$ cat src/rtl/core/elevation_color_ramp_assert.svh
// Assertion macros for the color ramp block.
// Used by elevation_color_ramp; needs clk and rst in the including scope.
`ifndef ELEVATION_COLOR_RAMP_ASSERT_SVH
`define ELEVATION_COLOR_RAMP_ASSERT_SVH

`ifndef ASSERT_OFF

// cond must hold at every edge out of reset
`define ECR_ASSERT_ALWAYS(name, cond, msg) \
  name: assert property (@(posedge clk) disable iff (rst) (cond)) else $error(msg);

// pre implies post in the same cycle
`define ECR_ASSERT_IMPLY(name, pre, post, msg) \
  name: assert property (@(posedge clk) disable iff (rst) (pre) |-> (post)) else $error(msg);

// pre implies post in the next cycle
`define ECR_ASSERT_NEXT(name, pre, post, msg) \
  name: assert property (@(posedge clk) disable iff (rst) (pre) |=> (post)) else $error(msg);

`else

`define ECR_ASSERT_ALWAYS(name, cond, msg)
`define ECR_ASSERT_IMPLY(name, pre, post, msg)
`define ECR_ASSERT_NEXT(name, pre, post, msg)

`endif

`endif

$ cat src/rtl/core/ecr_pkg.sv
// Shared types, widths and codes for the color ramp block.
// No dependencies; imported by ecr_div and elevation_color_ramp.
package ecr_pkg;

  localparam int ENTRIES_DEF       = 16;
  localparam int FRACTION_BITS_DEF = 16;

  localparam int ELEV_W    = 32;
  localparam int COLOR_W   = 24;
  localparam int CH_W      = 8;
  localparam int ACT_W     = 2;
  localparam int STATUS_W  = 2;
  localparam int CFG_IDX_W = 2;
  localparam int CFG_DAT_W = 32;

  localparam logic [ACT_W-1:0] ACT_INSERT = 2'd0;
  localparam logic [ACT_W-1:0] ACT_MAP    = 2'd1;
  localparam logic [ACT_W-1:0] ACT_CLEAR  = 2'd2;

  localparam logic [STATUS_W-1:0] STATUS_OK          = 2'd0;
  localparam logic [STATUS_W-1:0] STATUS_FEW         = 2'd1;
  localparam logic [STATUS_W-1:0] STATUS_FULL        = 2'd2;
  localparam logic [STATUS_W-1:0] STATUS_EMPTY_RANGE = 2'd3;

  localparam logic [CFG_IDX_W-1:0] CFG_BLEND_ENABLE  = 2'd0;
  localparam logic [CFG_IDX_W-1:0] CFG_RELATIVE_MODE = 2'd1;
  localparam logic [CFG_IDX_W-1:0] CFG_RANGE_MIN     = 2'd2;
  localparam logic [CFG_IDX_W-1:0] CFG_RANGE_MAX     = 2'd3;

  typedef struct packed {
    logic signed [ELEV_W-1:0] elev;
    logic [COLOR_W-1:0]       color;
  } ecr_entry_t;

endpackage

$ cat src/rtl/core/ecr_div.sv
// Restoring divider, one quotient bit per cycle.
// Depends on ecr_pkg; instantiated by elevation_color_ramp.
module ecr_div #(
  parameter int IDX_W         = $clog2(ecr_pkg::ENTRIES_DEF),
  parameter int FRACTION_BITS = ecr_pkg::FRACTION_BITS_DEF
) (
  input  logic                                     clk,
  input  logic                                     rst,
  input  logic                                     start,
  input  logic [ecr_pkg::ELEV_W+IDX_W-1:0]         dividend,
  input  logic [ecr_pkg::ELEV_W-1:0]               divisor,
  output logic                                     done,
  output logic [IDX_W+FRACTION_BITS-1:0]           quotient
);
  import ecr_pkg::*;

  localparam int DW    = ELEV_W + IDX_W;
  localparam int QW    = IDX_W + FRACTION_BITS;
  localparam int CNT_W = $clog2(QW + 1);

  logic              busy;
  logic [CNT_W-1:0]  cnt;
  logic [ELEV_W-1:0] rem;
  logic [ELEV_W-1:0] dvsr;
  logic [QW-1:0]     work;
  logic [ELEV_W:0]   trial;
  logic [ELEV_W:0]   trial_sub;
  logic              fits;

  // work holds dividend bits still to shift in at the top, quotient bits at the bottom
  assign trial     = {rem, work[QW-1]};
  assign trial_sub = trial - {1'b0, dvsr};
  assign fits      = (trial >= {1'b0, dvsr});
  assign quotient  = work;

  always_ff @(posedge clk) begin
    if (rst) begin
      busy <= 1'b0;
      done <= 1'b0;
      cnt  <= '0;
    end else begin
      done <= 1'b0;
      if (start) begin
        busy <= 1'b1;
        cnt  <= CNT_W'(QW);
      end else if (busy) begin
        cnt <= cnt - CNT_W'(1);
        if (cnt == CNT_W'(1)) begin
          busy <= 1'b0;
          done <= 1'b1;
        end
      end
    end
  end

  always_ff @(posedge clk) begin
    if (start) begin
      // upper dividend bits are known to lie below the divisor
      rem  <= dividend[DW-1:IDX_W];
      work <= {dividend[IDX_W-1:0], {FRACTION_BITS{1'b0}}};
      dvsr <= divisor;
    end else if (busy) begin
      rem  <= fits ? trial_sub[ELEV_W-1:0] : trial[ELEV_W-1:0];
      work <= {work[QW-2:0], fits};
    end
  end

endmodule

$ cat src/rtl/core/elevation_color_ramp.sv
// Piecewise linear color ramp over a sorted breakpoint table; uses ecr_pkg and ecr_div.
// One item at a time. Insert walks down the table, moving entries up; Clear resets the count.
// Map, relative: multiply, divide, read both bracket ends, mix; absolute: table scan, divide, mix.
// The next item is taken after the result load.
// Sync reset clears control and entry count and restores config defaults; table contents stay undefined.
`include "elevation_color_ramp_assert.svh"
module elevation_color_ramp #(
  parameter int ENTRIES       = ecr_pkg::ENTRIES_DEF,
  parameter int FRACTION_BITS = ecr_pkg::FRACTION_BITS_DEF
) (
  input  logic                                  clk,
  input  logic                                  rst,
  // item channel
  input  logic                                  item_valid,
  output logic                                  item_stall,
  input  logic [ecr_pkg::ACT_W-1:0]             action,
  input  logic signed [ecr_pkg::ELEV_W-1:0]     elevation,
  input  logic [ecr_pkg::CH_W-1:0]              entry_red,
  input  logic [ecr_pkg::CH_W-1:0]              entry_green,
  input  logic [ecr_pkg::CH_W-1:0]              entry_blue,
  // result channel
  output logic                                  result_valid,
  input  logic                                  result_stall,
  output logic [ecr_pkg::CH_W-1:0]              red,
  output logic [ecr_pkg::CH_W-1:0]              green,
  output logic [ecr_pkg::CH_W-1:0]              blue,
  output logic [ecr_pkg::STATUS_W-1:0]          status,
  // configuration write channel
  input  logic                                  cfg_valid,
  output logic                                  cfg_ready,
  input  logic [ecr_pkg::CFG_IDX_W-1:0]         cfg_index,
  input  logic [ecr_pkg::CFG_DAT_W-1:0]         cfg_data
);
  import ecr_pkg::*;

  localparam int IW = $clog2(ENTRIES);
  localparam int NW = $clog2(ENTRIES + 1);
  localparam int QW = IW + FRACTION_BITS;
  localparam int DW = ELEV_W + IW;

  localparam logic [NW-1:0] FULL_COUNT = NW'(ENTRIES);
  localparam logic [NW-1:0] MIN_MAP    = NW'(2);

  // sequencer states
  localparam logic [3:0] S_IDLE    = 4'd0;
  localparam logic [3:0] S_START   = 4'd1;
  localparam logic [3:0] S_INS_CHK = 4'd2;
  localparam logic [3:0] S_INS_PUT = 4'd3;
  localparam logic [3:0] S_MUL     = 4'd4;
  localparam logic [3:0] S_DIVGO   = 4'd5;
  localparam logic [3:0] S_DIV     = 4'd6;
  localparam logic [3:0] S_SCAN    = 4'd7;
  localparam logic [3:0] S_END_RD  = 4'd8;
  localparam logic [3:0] S_REL_LO  = 4'd9;
  localparam logic [3:0] S_REL_HI  = 4'd10;
  localparam logic [3:0] S_MIX     = 4'd11;
  localparam logic [3:0] S_DONE    = 4'd12;

  // configuration registers
  logic                     blend_enable;
  logic                     relative_mode;
  logic signed [ELEV_W-1:0] range_min;
  logic signed [ELEV_W-1:0] range_max;

  // captured item
  logic [ACT_W-1:0]         act;
  logic signed [ELEV_W-1:0] elev_in;
  logic [COLOR_W-1:0]       new_color;
  ecr_entry_t               new_entry;

  // sequencer registers and their next values
  logic [3:0]          state,        state_next;
  logic [NW-1:0]       entry_count,  count_next;
  logic [IW-1:0]       k,            k_next;
  logic [IW-1:0]       scan_idx,     scan_next;
  ecr_entry_t          prev,         prev_next;
  logic [COLOR_W-1:0]  lo_color,     lo_next;
  logic [COLOR_W-1:0]  hi_color,     hi_next;
  logic [IW-1:0]       bracket,      bracket_next;
  logic [FRACTION_BITS-1:0] frac,    frac_next;
  logic [ELEV_W-1:0]   diff,         diff_next;
  logic [DW-1:0]       div_dividend, dividend_next;
  logic [ELEV_W-1:0]   div_divisor,  divisor_next;
  logic [COLOR_W-1:0]  res_color,    res_color_next;
  logic [STATUS_W-1:0] res_status,   res_status_next;

  // breakpoint table, one write and one registered read per cycle
  ecr_entry_t          bp_mem [ENTRIES];
  ecr_entry_t          rdata;
  ecr_entry_t          mem_wd;
  logic                mem_we;
  logic [IW-1:0]       mem_wa;
  logic [IW-1:0]       mem_ra;

  // divider hookup
  logic                div_start;
  logic                div_done;
  logic [QW-1:0]       div_q;

  // datapath helpers
  logic                item_accept;
  logic                out_load;
  logic [NW-1:0]       count_m1;
  logic signed [ELEV_W:0] span;
  logic signed [ELEV_W:0] rel_diff;
  logic signed [ELEV_W:0] abs_num;
  logic signed [ELEV_W:0] abs_den;
  logic                span_empty;
  logic signed [CH_W:0]   mix_dlt  [3];
  logic signed [FRACTION_BITS+CH_W+1:0] mix_prod [3];
  logic [COLOR_W-1:0]  mixed;

  assign item_stall  = (state != S_IDLE);
  assign item_accept = item_valid && !item_stall;
  assign cfg_ready   = 1'b1;
  assign new_entry   = '{elev: elev_in, color: new_color};
  assign count_m1    = entry_count - NW'(1);

  // 33-bit differences so no signed range can wrap
  assign span       = {range_max[ELEV_W-1], range_max} - {range_min[ELEV_W-1], range_min};
  assign rel_diff   = {elev_in[ELEV_W-1], elev_in} - {range_min[ELEV_W-1], range_min};
  assign abs_num    = {elev_in[ELEV_W-1], elev_in} - {prev.elev[ELEV_W-1], prev.elev};
  assign abs_den    = {rdata.elev[ELEV_W-1], rdata.elev} - {prev.elev[ELEV_W-1], prev.elev};
  assign span_empty = span[ELEV_W] || (span == '0);

  // lo + (hi - lo) * frac / 2^FRACTION_BITS, floor, per channel
  always_comb begin
    mixed = '0;
    for (int c = 0; c < 3; c++) begin
      mix_dlt[c]  = $signed({1'b0, hi_color[CH_W*c +: CH_W]}) -
                    $signed({1'b0, lo_color[CH_W*c +: CH_W]});
      mix_prod[c] = mix_dlt[c] * $signed({1'b0, frac});
      mixed[CH_W*c +: CH_W] = lo_color[CH_W*c +: CH_W] + mix_prod[c][FRACTION_BITS +: CH_W];
    end
  end

  // Shared divider: ((t * (count - 1)) << FRACTION_BITS) / range in relative mode gives the bracket in
  // the upper quotient bits and the fraction in the lower ones; in absolute mode the
  // upper bits come out zero and only the fraction is used.
  ecr_div #(
    .IDX_W         (IW),
    .FRACTION_BITS (FRACTION_BITS)
  ) u_div (
    .clk      (clk),
    .rst      (rst),
    .start    (div_start),
    .dividend (div_dividend),
    .divisor  (div_divisor),
    .done     (div_done),
    .quotient (div_q)
  );

  always_comb begin
    state_next      = state;
    count_next      = entry_count;
    k_next          = k;
    scan_next       = scan_idx;
    prev_next       = prev;
    lo_next         = lo_color;
    hi_next         = hi_color;
    bracket_next    = bracket;
    frac_next       = frac;
    diff_next       = diff;
    dividend_next   = div_dividend;
    divisor_next    = div_divisor;
    res_color_next  = res_color;
    res_status_next = res_status;
    mem_we          = 1'b0;
    mem_wa          = '0;
    mem_wd          = new_entry;
    mem_ra          = '0;
    div_start       = 1'b0;

    case (state)
      S_IDLE: begin
        if (item_accept) begin
          state_next = S_START;
        end
      end

      S_START: begin
        // results default to zero color and ok status
        res_color_next  = '0;
        res_status_next = STATUS_OK;
        state_next      = S_DONE;
        case (act)
          ACT_INSERT: begin
            if (entry_count >= FULL_COUNT) begin
              res_status_next = STATUS_FULL;
            end else begin
              // walk down from the top, moving entries that are not smaller
              k_next = entry_count[IW-1:0];
              if (entry_count == '0) begin
                state_next = S_INS_PUT;
              end else begin
                mem_ra     = count_m1[IW-1:0];
                state_next = S_INS_CHK;
              end
            end
          end
          ACT_CLEAR: begin
            count_next = '0;
          end
          ACT_MAP: begin
            if (entry_count < MIN_MAP) begin
              res_status_next = STATUS_FEW;
            end else if (relative_mode) begin
              if (span_empty) begin
                res_status_next = STATUS_EMPTY_RANGE;
              end else if (elev_in <= range_min) begin
                mem_ra     = '0;
                state_next = S_END_RD;
              end else if (elev_in >= range_max) begin
                mem_ra     = count_m1[IW-1:0];
                state_next = S_END_RD;
              end else begin
                diff_next  = rel_diff[ELEV_W-1:0];
                state_next = S_MUL;
              end
            end else begin
              mem_ra     = '0;
              scan_next  = '0;
              state_next = S_SCAN;
            end
          end
          default: begin
          end
        endcase
      end

      S_INS_CHK: begin
        mem_we = 1'b1;
        mem_wa = k;
        if ($signed(rdata.elev) >= elev_in) begin
          // move this entry up one slot
          mem_wd = rdata;
          k_next = k - IW'(1);
          if (k == IW'(1)) begin
            state_next = S_INS_PUT;
          end else begin
            mem_ra = k - IW'(2);
          end
        end else begin
          mem_wd     = new_entry;
          count_next = entry_count + NW'(1);
          state_next = S_DONE;
        end
      end

      S_INS_PUT: begin
        mem_we     = 1'b1;
        mem_wa     = k;
        mem_wd     = new_entry;
        count_next = entry_count + NW'(1);
        state_next = S_DONE;
      end

      S_MUL: begin
        dividend_next = DW'(diff) * DW'(count_m1[IW-1:0]);
        divisor_next  = span[ELEV_W-1:0];
        state_next    = S_DIVGO;
      end

      S_DIVGO: begin
        div_start  = 1'b1;
        state_next = S_DIV;
      end

      S_DIV: begin
        if (div_done) begin
          frac_next = div_q[FRACTION_BITS-1:0];
          if (relative_mode) begin
            bracket_next = div_q[QW-1:FRACTION_BITS];
            mem_ra       = div_q[QW-1:FRACTION_BITS];
            state_next   = S_REL_LO;
          end else begin
            state_next = S_MIX;
          end
        end
      end

      S_REL_LO: begin
        lo_next    = rdata.color;
        mem_ra     = bracket + IW'(1);
        state_next = S_REL_HI;
      end

      S_REL_HI: begin
        hi_next    = rdata.color;
        state_next = S_MIX;
      end

      S_SCAN: begin
        // stop at the first stored elevation above the sample
        if (elev_in < $signed(rdata.elev)) begin
          if (scan_idx == '0) begin
            res_color_next = rdata.color;
            state_next     = S_DONE;
          end else begin
            lo_next       = prev.color;
            hi_next       = rdata.color;
            dividend_next = DW'(abs_num[ELEV_W-1:0]);
            divisor_next  = abs_den[ELEV_W-1:0];
            state_next    = S_DIVGO;
          end
        end else if (scan_idx == count_m1[IW-1:0]) begin
          res_color_next = rdata.color;
          state_next     = S_DONE;
        end else begin
          prev_next = rdata;
          scan_next = scan_idx + IW'(1);
          mem_ra    = scan_idx + IW'(1);
        end
      end

      S_END_RD: begin
        res_color_next = rdata.color;
        state_next     = S_DONE;
      end

      S_MIX: begin
        res_color_next = blend_enable ? mixed : lo_color;
        state_next     = S_DONE;
      end

      S_DONE: begin
        // hand off once the output register is free
        if (!result_valid || !result_stall) begin
          state_next = S_IDLE;
        end
      end

      default: begin
        state_next = S_IDLE;
      end
    endcase
  end

  assign out_load = (state == S_DONE) && (!result_valid || !result_stall);

  // control state
  always_ff @(posedge clk) begin
    if (rst) begin
      state        <= S_IDLE;
      entry_count  <= '0;
      result_valid <= 1'b0;
    end else begin
      state       <= state_next;
      entry_count <= count_next;
      if (out_load) begin
        result_valid <= 1'b1;
      end else if (!result_stall) begin
        result_valid <= 1'b0;
      end
    end
  end

  // configuration writes
  always_ff @(posedge clk) begin
    if (rst) begin
      blend_enable  <= 1'b1;
      relative_mode <= 1'b1;
      range_min     <= '0;
      range_max     <= ELEV_W'(256);
    end else if (cfg_valid && cfg_ready) begin
      case (cfg_index)
        CFG_BLEND_ENABLE:  blend_enable  <= cfg_data[0];
        CFG_RELATIVE_MODE: relative_mode <= cfg_data[0];
        CFG_RANGE_MIN:     range_min     <= $signed(cfg_data[ELEV_W-1:0]);
        CFG_RANGE_MAX:     range_max     <= $signed(cfg_data[ELEV_W-1:0]);
        default: begin
        end
      endcase
    end
  end

  // payload registers
  always_ff @(posedge clk) begin
    if (item_accept) begin
      act       <= action;
      elev_in   <= elevation;
      new_color <= {entry_red, entry_green, entry_blue};
    end
    k            <= k_next;
    scan_idx     <= scan_next;
    prev         <= prev_next;
    lo_color     <= lo_next;
    hi_color     <= hi_next;
    bracket      <= bracket_next;
    frac         <= frac_next;
    diff         <= diff_next;
    div_dividend <= dividend_next;
    div_divisor  <= divisor_next;
    res_color    <= res_color_next;
    res_status   <= res_status_next;
    if (out_load) begin
      red    <= res_color[2*CH_W +: CH_W];
      green  <= res_color[CH_W +: CH_W];
      blue   <= res_color[0 +: CH_W];
      status <= res_status;
    end
  end

  // breakpoint table
  always_ff @(posedge clk) begin
    if (mem_we) begin
      bp_mem[mem_wa] <= mem_wd;
    end
    rdata <= bp_mem[mem_ra];
  end

  `ECR_ASSERT_ALWAYS(a_count_bound, entry_count <= FULL_COUNT, "entry count above table size")
  `ECR_ASSERT_IMPLY(a_error_no_color, result_valid && (status != STATUS_OK), (red == '0) && (green == '0) && (blue == '0), "error result carries a color")
  `ECR_ASSERT_NEXT(a_idle_count_hold, state == S_IDLE, $stable(entry_count), "entry count changed while idle")
  `ECR_ASSERT_IMPLY(a_div_done_state, div_done, state == S_DIV, "divider finished outside its wait state")

endmodule
$ cat config.mk
export PLATFORM = sky130hd
export DESIGN_NAME = elevation_color_ramp
export DESIGN_NICKNAME = d
export VERILOG_FILES = /design/src/rtl/core/ecr_pkg.sv /design/src/rtl/core/ecr_div.sv /design/src/rtl/core/elevation_color_ramp.sv
export VERILOG_INCLUDE_DIRS = /design/src /design/src/rtl/core
export SDC_FILE = /design/constraint.sdc
export NUM_CORES = 2
export LEC_CHECK = 0
export CORE_ASPECT_RATIO = 0.8
export CORE_UTILIZATION = 60
export DETAILED_ROUTE_END_ITERATION = 6
export DONT_BUFFER_PORTS = 1
export PLACE_DENSITY = 0.8
export SLEW_MARGIN = 30
export SYNTH_ARGS = -nofsm -noshare
export SYNTH_HDL_FRONTEND = slang
export SYNTH_SLANG_ARGS = --single-unit
$ cat constraint.sdc
create_clock -name clk -period 22.5 [get_ports clk]
set_clock_uncertainty 0.1 [all_clocks]
set_input_delay 1.125 -clock clk [delete_from_list [all_inputs] [get_ports clk]]
set_output_delay 1.125 -clock clk [all_outputs]
set_load 0.005 [all_outputs]
Word level (Yosys, flattened, before mapping)
Memories as Yosys holds them, arrays and structs flattened. A register that Yosys moved wholly into a read port is not among the register bits.
Cells that the tools add are included.
{"block": "word_totals", "reg_bits": 509, "latchBits": 0, "ramBits": 896, "rom_bits": 0, "word_cells": 241, "n_memories": 1}
{"memory": "bp_mem", "depth": 16, "width": 56, "rd": 1, "rd_clocked_by_memory_dff": 1, "write_ports": 1, "line": "elevation_color_ramp.sv:88", "rtl": "ecr_entry_t bp_mem [ENTRIES];"}
{"block": "op_classes", "add_sub_neg": 18, "mul": 4, "div_mod_pow": 0, "magnitude_cmp": 7, "n_eq_ne": 39, "n_shift": 0, "muxes": 88, "bitwise_logic": 7, "n_reduce_logical": 42}
{"operator": "24-bit two-way mux", "count": 8}
{"operator": "32-bit two-way mux", "count": 5}
{"operator": "4-bit two-way mux", "count": 36}
{"operator": "32-bit subtractor", "count": 4}
{"operator": "56-bit two-way mux", "count": 2}
{"operator": "24-bit one-hot mux with 2 select lines", "count": 2}
{"operator": "24-bit one-hot mux with 4 select lines", "count": 1}
{"operator": "9-bit by 17-bit multiplier with 24-bit output", "count": 3}
{"operator": "36-bit two-way mux", "count": 2}
{"operator": "36-bit one-hot mux with 2 select lines", "count": 1}
{"operator": "32-bit >= comparator", "count": 2}
{"operator": "32-bit one-hot mux with 2 select lines", "count": 1}
{"operator": "4-bit one-hot mux with 11 select lines", "count": 1}
{"operator": "20-bit two-way mux", "count": 2}
{"operator": "32-bit by 4-bit multiplier with 36-bit output", "count": 1}
{"operator": "33-bit by 32-bit >= comparator with 1-bit output", "count": 1}
{"operator": "33-bit logical NOT", "count": 1}
{"operator": "32-bit by 32-bit subtractor with 33-bit output", "count": 1}
{"operator": "32-bit <= comparator", "count": 1}
{"operator": "32-bit < comparator", "count": 1}
{"operator": "4-bit one-hot mux with 2 select lines", "count": 4}
{"operator": "8-bit by 8-bit subtractor with 9-bit output", "count": 3}
{"operator": "8-bit adder", "count": 3}
{"operator": "2-bit inequality test (second input constant)", "count": 12}
{"operator": "other kinds (41)", "count": 107}

Logic depth before layout (Yosys ltp)
{"block": "logic_depth", "depth_word": 8, "depth_mapped": 43, "mapped_depth_nobuf": 43}

Modules after synthesis
From an unflattened synthesis, not the netlist that was laid out.
{"block": "unflattened", "hier_cells": 6846, "hier_area_um2": 83435.0}
{"module": "elevation_color_ramp", "instances": 1, "cells_each": 6282, "area_each_um2": 77649.5}
{"module": "ecr_div", "instances": 1, "cells_each": 564, "area_each_um2": 5785.5}

Worst setup path before layout
OpenSTA, ideal clock, no wires.
{"block": "synth_timing", "path_kind": "flip-flop to flip-flop", "startpoint": "reg elev_in[1]", "endpoint": "reg div_dividend[0] (enable)", "arrival_time_ps": 12910, "required_ps": 21543, "setup_slack_ps": 8633, "path_stages_with_launch": 14, "n_path_buf": 0, "synth_period_minus_slack_ps": 13867, "cell_sequence": "edfxtp_1 -> ha_1 -> nor2b_1 -> o21a_1 -> o21a_1 -> o21a_1 -> o21a_1 -> o21ai_0 -> a21oi_1 -> o21ai_0 -> a21oi_1 -> a21oi_1 -> nand2_1 -> a2111oi_0"}
{"block": "synth_via", "elab_chain_len": 3}
{"element": "start: declaration", "line": "elevation_color_ramp.sv:67", "rtl": "logic signed [ELEV_W-1:0] elev_in;"}
{"element": "start signal: assignment", "line": "elevation_color_ramp.sv:381", "rtl": "elev_in <= elevation;"}
{"element": "32-bit < comparator", "line": "elevation_color_ramp.sv:295", "rtl": "if (elev_in < $signed(rdata.elev)) begin"}
{"element": "2-bit inequality test (no source line)"}
{"element": "3-bit AND reduction (no source line)"}
{"element": "end signal: assignment", "line": "elevation_color_ramp.sv:392", "rtl": "div_dividend <= dividend_next;"}
{"element": "end: declaration", "line": "elevation_color_ramp.sv:82", "rtl": "logic [DW-1:0] div_dividend, dividend_next;"}
Every way passes these cells.
A chain may end at the register's enable or synchronous reset.

Worst setup path in the final report
{"block": "layout_timing", "startpoint": "reg lo_color[16]", "endpoint": "reg res_color[23], data pin"}
{"block": "layout_via", "elab_chain_len": 5}
{"element": "start: declaration", "line": "elevation_color_ramp.sv:77", "rtl": "logic [COLOR_W-1:0] lo_color, lo_next;"}
{"element": "start signal: assignment", "line": "elevation_color_ramp.sv:387", "rtl": "lo_color <= lo_next;"}
{"element": "8-bit by 8-bit subtractor with 9-bit output", "line": "elevation_color_ramp.sv:130", "rtl": "mix_dlt[c] = $signed({1'b0, hi_color[CH_W*c +: CH_W]}) -"}
{"element": "9-bit by 17-bit multiplier with 24-bit output", "line": "elevation_color_ramp.sv:132", "rtl": "mix_prod[c] = mix_dlt[c] * $signed({1'b0, frac});"}
{"element": "8-bit adder (*)", "line": "elevation_color_ramp.sv:133", "rtl": "mixed[CH_W*c +: CH_W] = lo_color[CH_W*c +: CH_W] + mix_prod[c][FRACTION_BITS +: CH_W];"}
{"element": "24-bit two-way mux (*)", "line": "elevation_color_ramp.sv:322", "rtl": "res_color_next = blend_enable ? mixed : lo_color;"}
{"element": "24-bit one-hot mux with 4 select lines (*)", "line": "elevation_color_ramp.sv:174", "rtl": "case (state)"}
{"element": "net res_color_next[23]", "line": "elevation_color_ramp.sv:84", "rtl": "logic [COLOR_W-1:0] res_color, res_color_next;"}
{"element": "end signal: assignment", "line": "elevation_color_ramp.sv:394", "rtl": "res_color <= res_color_next;"}
{"element": "end: declaration", "line": "elevation_color_ramp.sv:84"}
The timed path passes the listed nets; every way through them passes the cells marked *.

==> summary.txt <==
STA
  – RSZ-0062 raised after global routing: no
  – # setup viols final: 0
  – Tmin final: 9.44 ns
  – Part of the cycle the worst path needs: 0.420
  – Hold Slack: 0.304 ns
  – Final setup TNS: 0 ns
  – Relative max-transition margin: 0.327
  – F_max: 0.106 GHz
  – Final Max Slew Viols: 0
  – Final Hold Vio Count: 0
  – Slew at the pin closest to its max-slew limit: 1.01 ns

Routing
  – Post-DRT Antenna Nets: 0
  – DRT Pass-1 Iters: 6
  – Drt wl/cell: 23.8 um
  – Final wirelength: 210 mm
  – Via count: 54700
  – DRC: 0
  – Post-DR vias/cell: 6.20
  – Starting DRT DRC Count: 5836

Finish
  – Layout Area Growth over Synthesis: 8.52%
  – Commonest cells after routing, fill and taps aside: 1306 x edfxtp_1, 731 x nand2_1, 522 x inv_1
  – # fillers: 9842
  – Most common cell after layout, fill and taps aside: edfxtp_1
  – Layout cells sized above 1: 0.0823
  – Post-layout nets: 7801

Critical path
  – WS Path Type: reg -> reg
  – Startpoint types: register
  – R2r endpoint: res_color[23]$_DFFE_PP_
  – CP peak stage delay: 0.52 ns
  – Reg2Reg Setup Slack: 13.06 ns
  – R2r startpoint: lo_color[16]$_DFFE_PP_
  – Maximum fanout along the worst path: 17
  – Crit path top cell by count: a21o_1
  – CP Data Required Time: 22.89 ns
  – Critical path's slowest cell: a21o_1
  – R2R cell count: 39
  – Crit. End Element: register
  – Critical path arrival: 9.83 ns

Clock network
  – Clk slew on worst S/H paths: 0.06 ns
  – Latest clock arrival within the worst-skew pair: 0.80 ns
  – Htree depth: 4
  – Post-cts resize count: 0
  – Root Driver: clkbuf_16
  – Clk sinks: 1461
  – Number of CTS-inserted buffers: 147
  – CTS tree: done
  – CTS max path bufs: 3
  – CTS Hold Buffers Added: 0
  – Post CTS Setup Buffer Count: 0

Min path
  – Hold wc startpoint: res_status[0]$_DFFE_PP_
  – Hold Path Class: reg -> reg
  – Hold Path Sink: status[0]$_DFFE_PP_
  – Hold Crit Depth: 0

Place
  – Gpl congestion: 0.957
  – PortBufs: 0
  – Detailed Place HPWL: 138 mm

Yosys
  – Sequential share of the synthesized area: 0.510
  – Syn_nets: 7835
  – Post-synth top area share: 0.473
  – Area leader, netlist: edfxtp_1
  – Ranking of synthesized cells by area: edfxtp_1 47%, fa_1 8.8%, ha_1 7.4%, mux2i_1 4.9%, dfxtp_1 3.7%
  – Seq cells post-synth: 1461
  – Mapped Area: 82900 um^2
  – Asr flop ratio synth: 0
  – Top_reg_cell synth: edfxtp_1
  – Ys Warns: 0
  – Synth unique cells: 83
  – EDFF count, synth: 1306
  – Post-Syn Instances: 6885
  – Syn avg cell area: 12.0 um^2

Global route
  – Largest net degree at the start of global routing: 196
  – GR Overflow Total: 0
  – Number of global-route vias before repair: 54600
  – Antenna violations before repair: 9
  – First-pass GRT wire length: 321 mm
  – Gr usage total: 0.301

Floorplan
  – Rows: 121
  – Die width: 418 um
  – Die H: 334 um
  – # IOs: 126
  – Initial core utilization: 0.607
  – Die Area: 140000 um^2
  – Core ar.: 137000 um^2

Status
  – Status: completed

Run
  – Max-Cap Viols: 0
## area by class of cell
cell class / instances / area (um^2) / share of cell area
sequential: 1461 / 42300 / 0.470
multi-input combinational: 4619 / 37600 / 0.418
clock buffer: 197 / 4060 / 0.0452
tap: 1845 / 2310 / 0.0257
inverter: 524 / 1970 / 0.0219
timing repair buffer: 98 / 895 / 0.00994
clock inverter: 77 / 816 / 0.00907
antenna: 3 / 7.51 / 0.0000834
## worst max-delay path: cells and delay by family, from the launching register on
family / cells / cell delay (ns)
and+or+nand+nor: 6 / 0.85
AOI/OAI and AO/OA: 16 / 3.25
DFF: 1 / 0.44
buffers and inverters: 3 / 0.15
xor gates and xnor gates: 5 / 0.80
adders and majority gates: 9 / 3.58
## cell families after synthesis
| family | Yosys count | share of synthesized area |
|---|---|---|
| other | 1 | 0.0000452 |
| XOR/XNOR | 246 | 0.0260 |
| AO/OA/AOI/OAI | 1110 | 0.0848 |
| flip-flops | 1461 | 0.510 |
| adder cells (fa/ha/maj) | 853 | 0.162 |
| buffers and inverters | 805 | 0.0395 |
| AND/OR/NAND/NOR | 1837 | 0.106 |
| multiplexers | 572 | 0.0715 |
## worst max-delay path by stage
stage	from	to	slack [ns]	cells after the start
after global routing	hi_color[16]$_DFFE_PP_	res_color[23]$_DFFE_PP_	12.42	41
after floorplan	elev_in[1]$_DFFE_PP_	div_dividend[0]$_DFFE_PP_	8.63	13
after CTS	lo_color[16]$_DFFE_PP_	res_color[23]$_DFFE_PP_	12.88	38
after global placement	lo_color[16]$_DFFE_PP_	res_color[23]$_DFFE_PP_	13.12	39
after detailed placement	lo_color[16]$_DFFE_PP_	res_color[23]$_DFFE_PP_	12.94	38
final	lo_color[16]$_DFFE_PP_	res_color[23]$_DFFE_PP_	13.06	39
## cell usage after synthesis, types with 187 or more instances
cell type     n
ha_1        488
inv_1       523
a21oi_1     323
fa_1        365
edfxtp_1   1306
clkbuf_1    187
nor2_1      315
mux2i_1     410
o21ai_0     258
and2_1      236
nand2_1     731
## stage by stage
step,util,instances,area (um^2),setup slack [ns]
detailed placement,0.622,8542,85000,12.94
finish,0.659,8824,90000,13.06
global route,0.659,8823,90000,12.42
CTS,0.658,8816,89900,12.88
floorplan,-,6885,82900,8.63
global placement,0.621,8538,84900,13.12
## sequential cells by signal, indices dropped and copies added, names as in the netlist, 32 cells and up
| register | cells |
|---|---|
| div_dividend | 36 |
| diff | 32 |
| rdata | 56 |
| range_min | 32 |
| prev | 56 |
| bp_mem | 896 |
| range_max | 32 |
| div_divisor | 32 |
| elev_in | 32 |
| u_div.dvsr | 32 |
| u_div.rem | 32 |
## per-layer routing
metal / vias up / wire [um] / track usage
met5: - / 27 / 0
met4: 4 / 7470 / 0.114
met3: 428 / 21200 / 0.0537
met2: 2677 / 94600 / 0.462
met1: 27200 / 86300 / 0.429
li1: 24400 / - / -
Power is left out: the tool's default activity adds up to more than one toggle a clock period on the data nets, which glitch-free logic cannot reach.
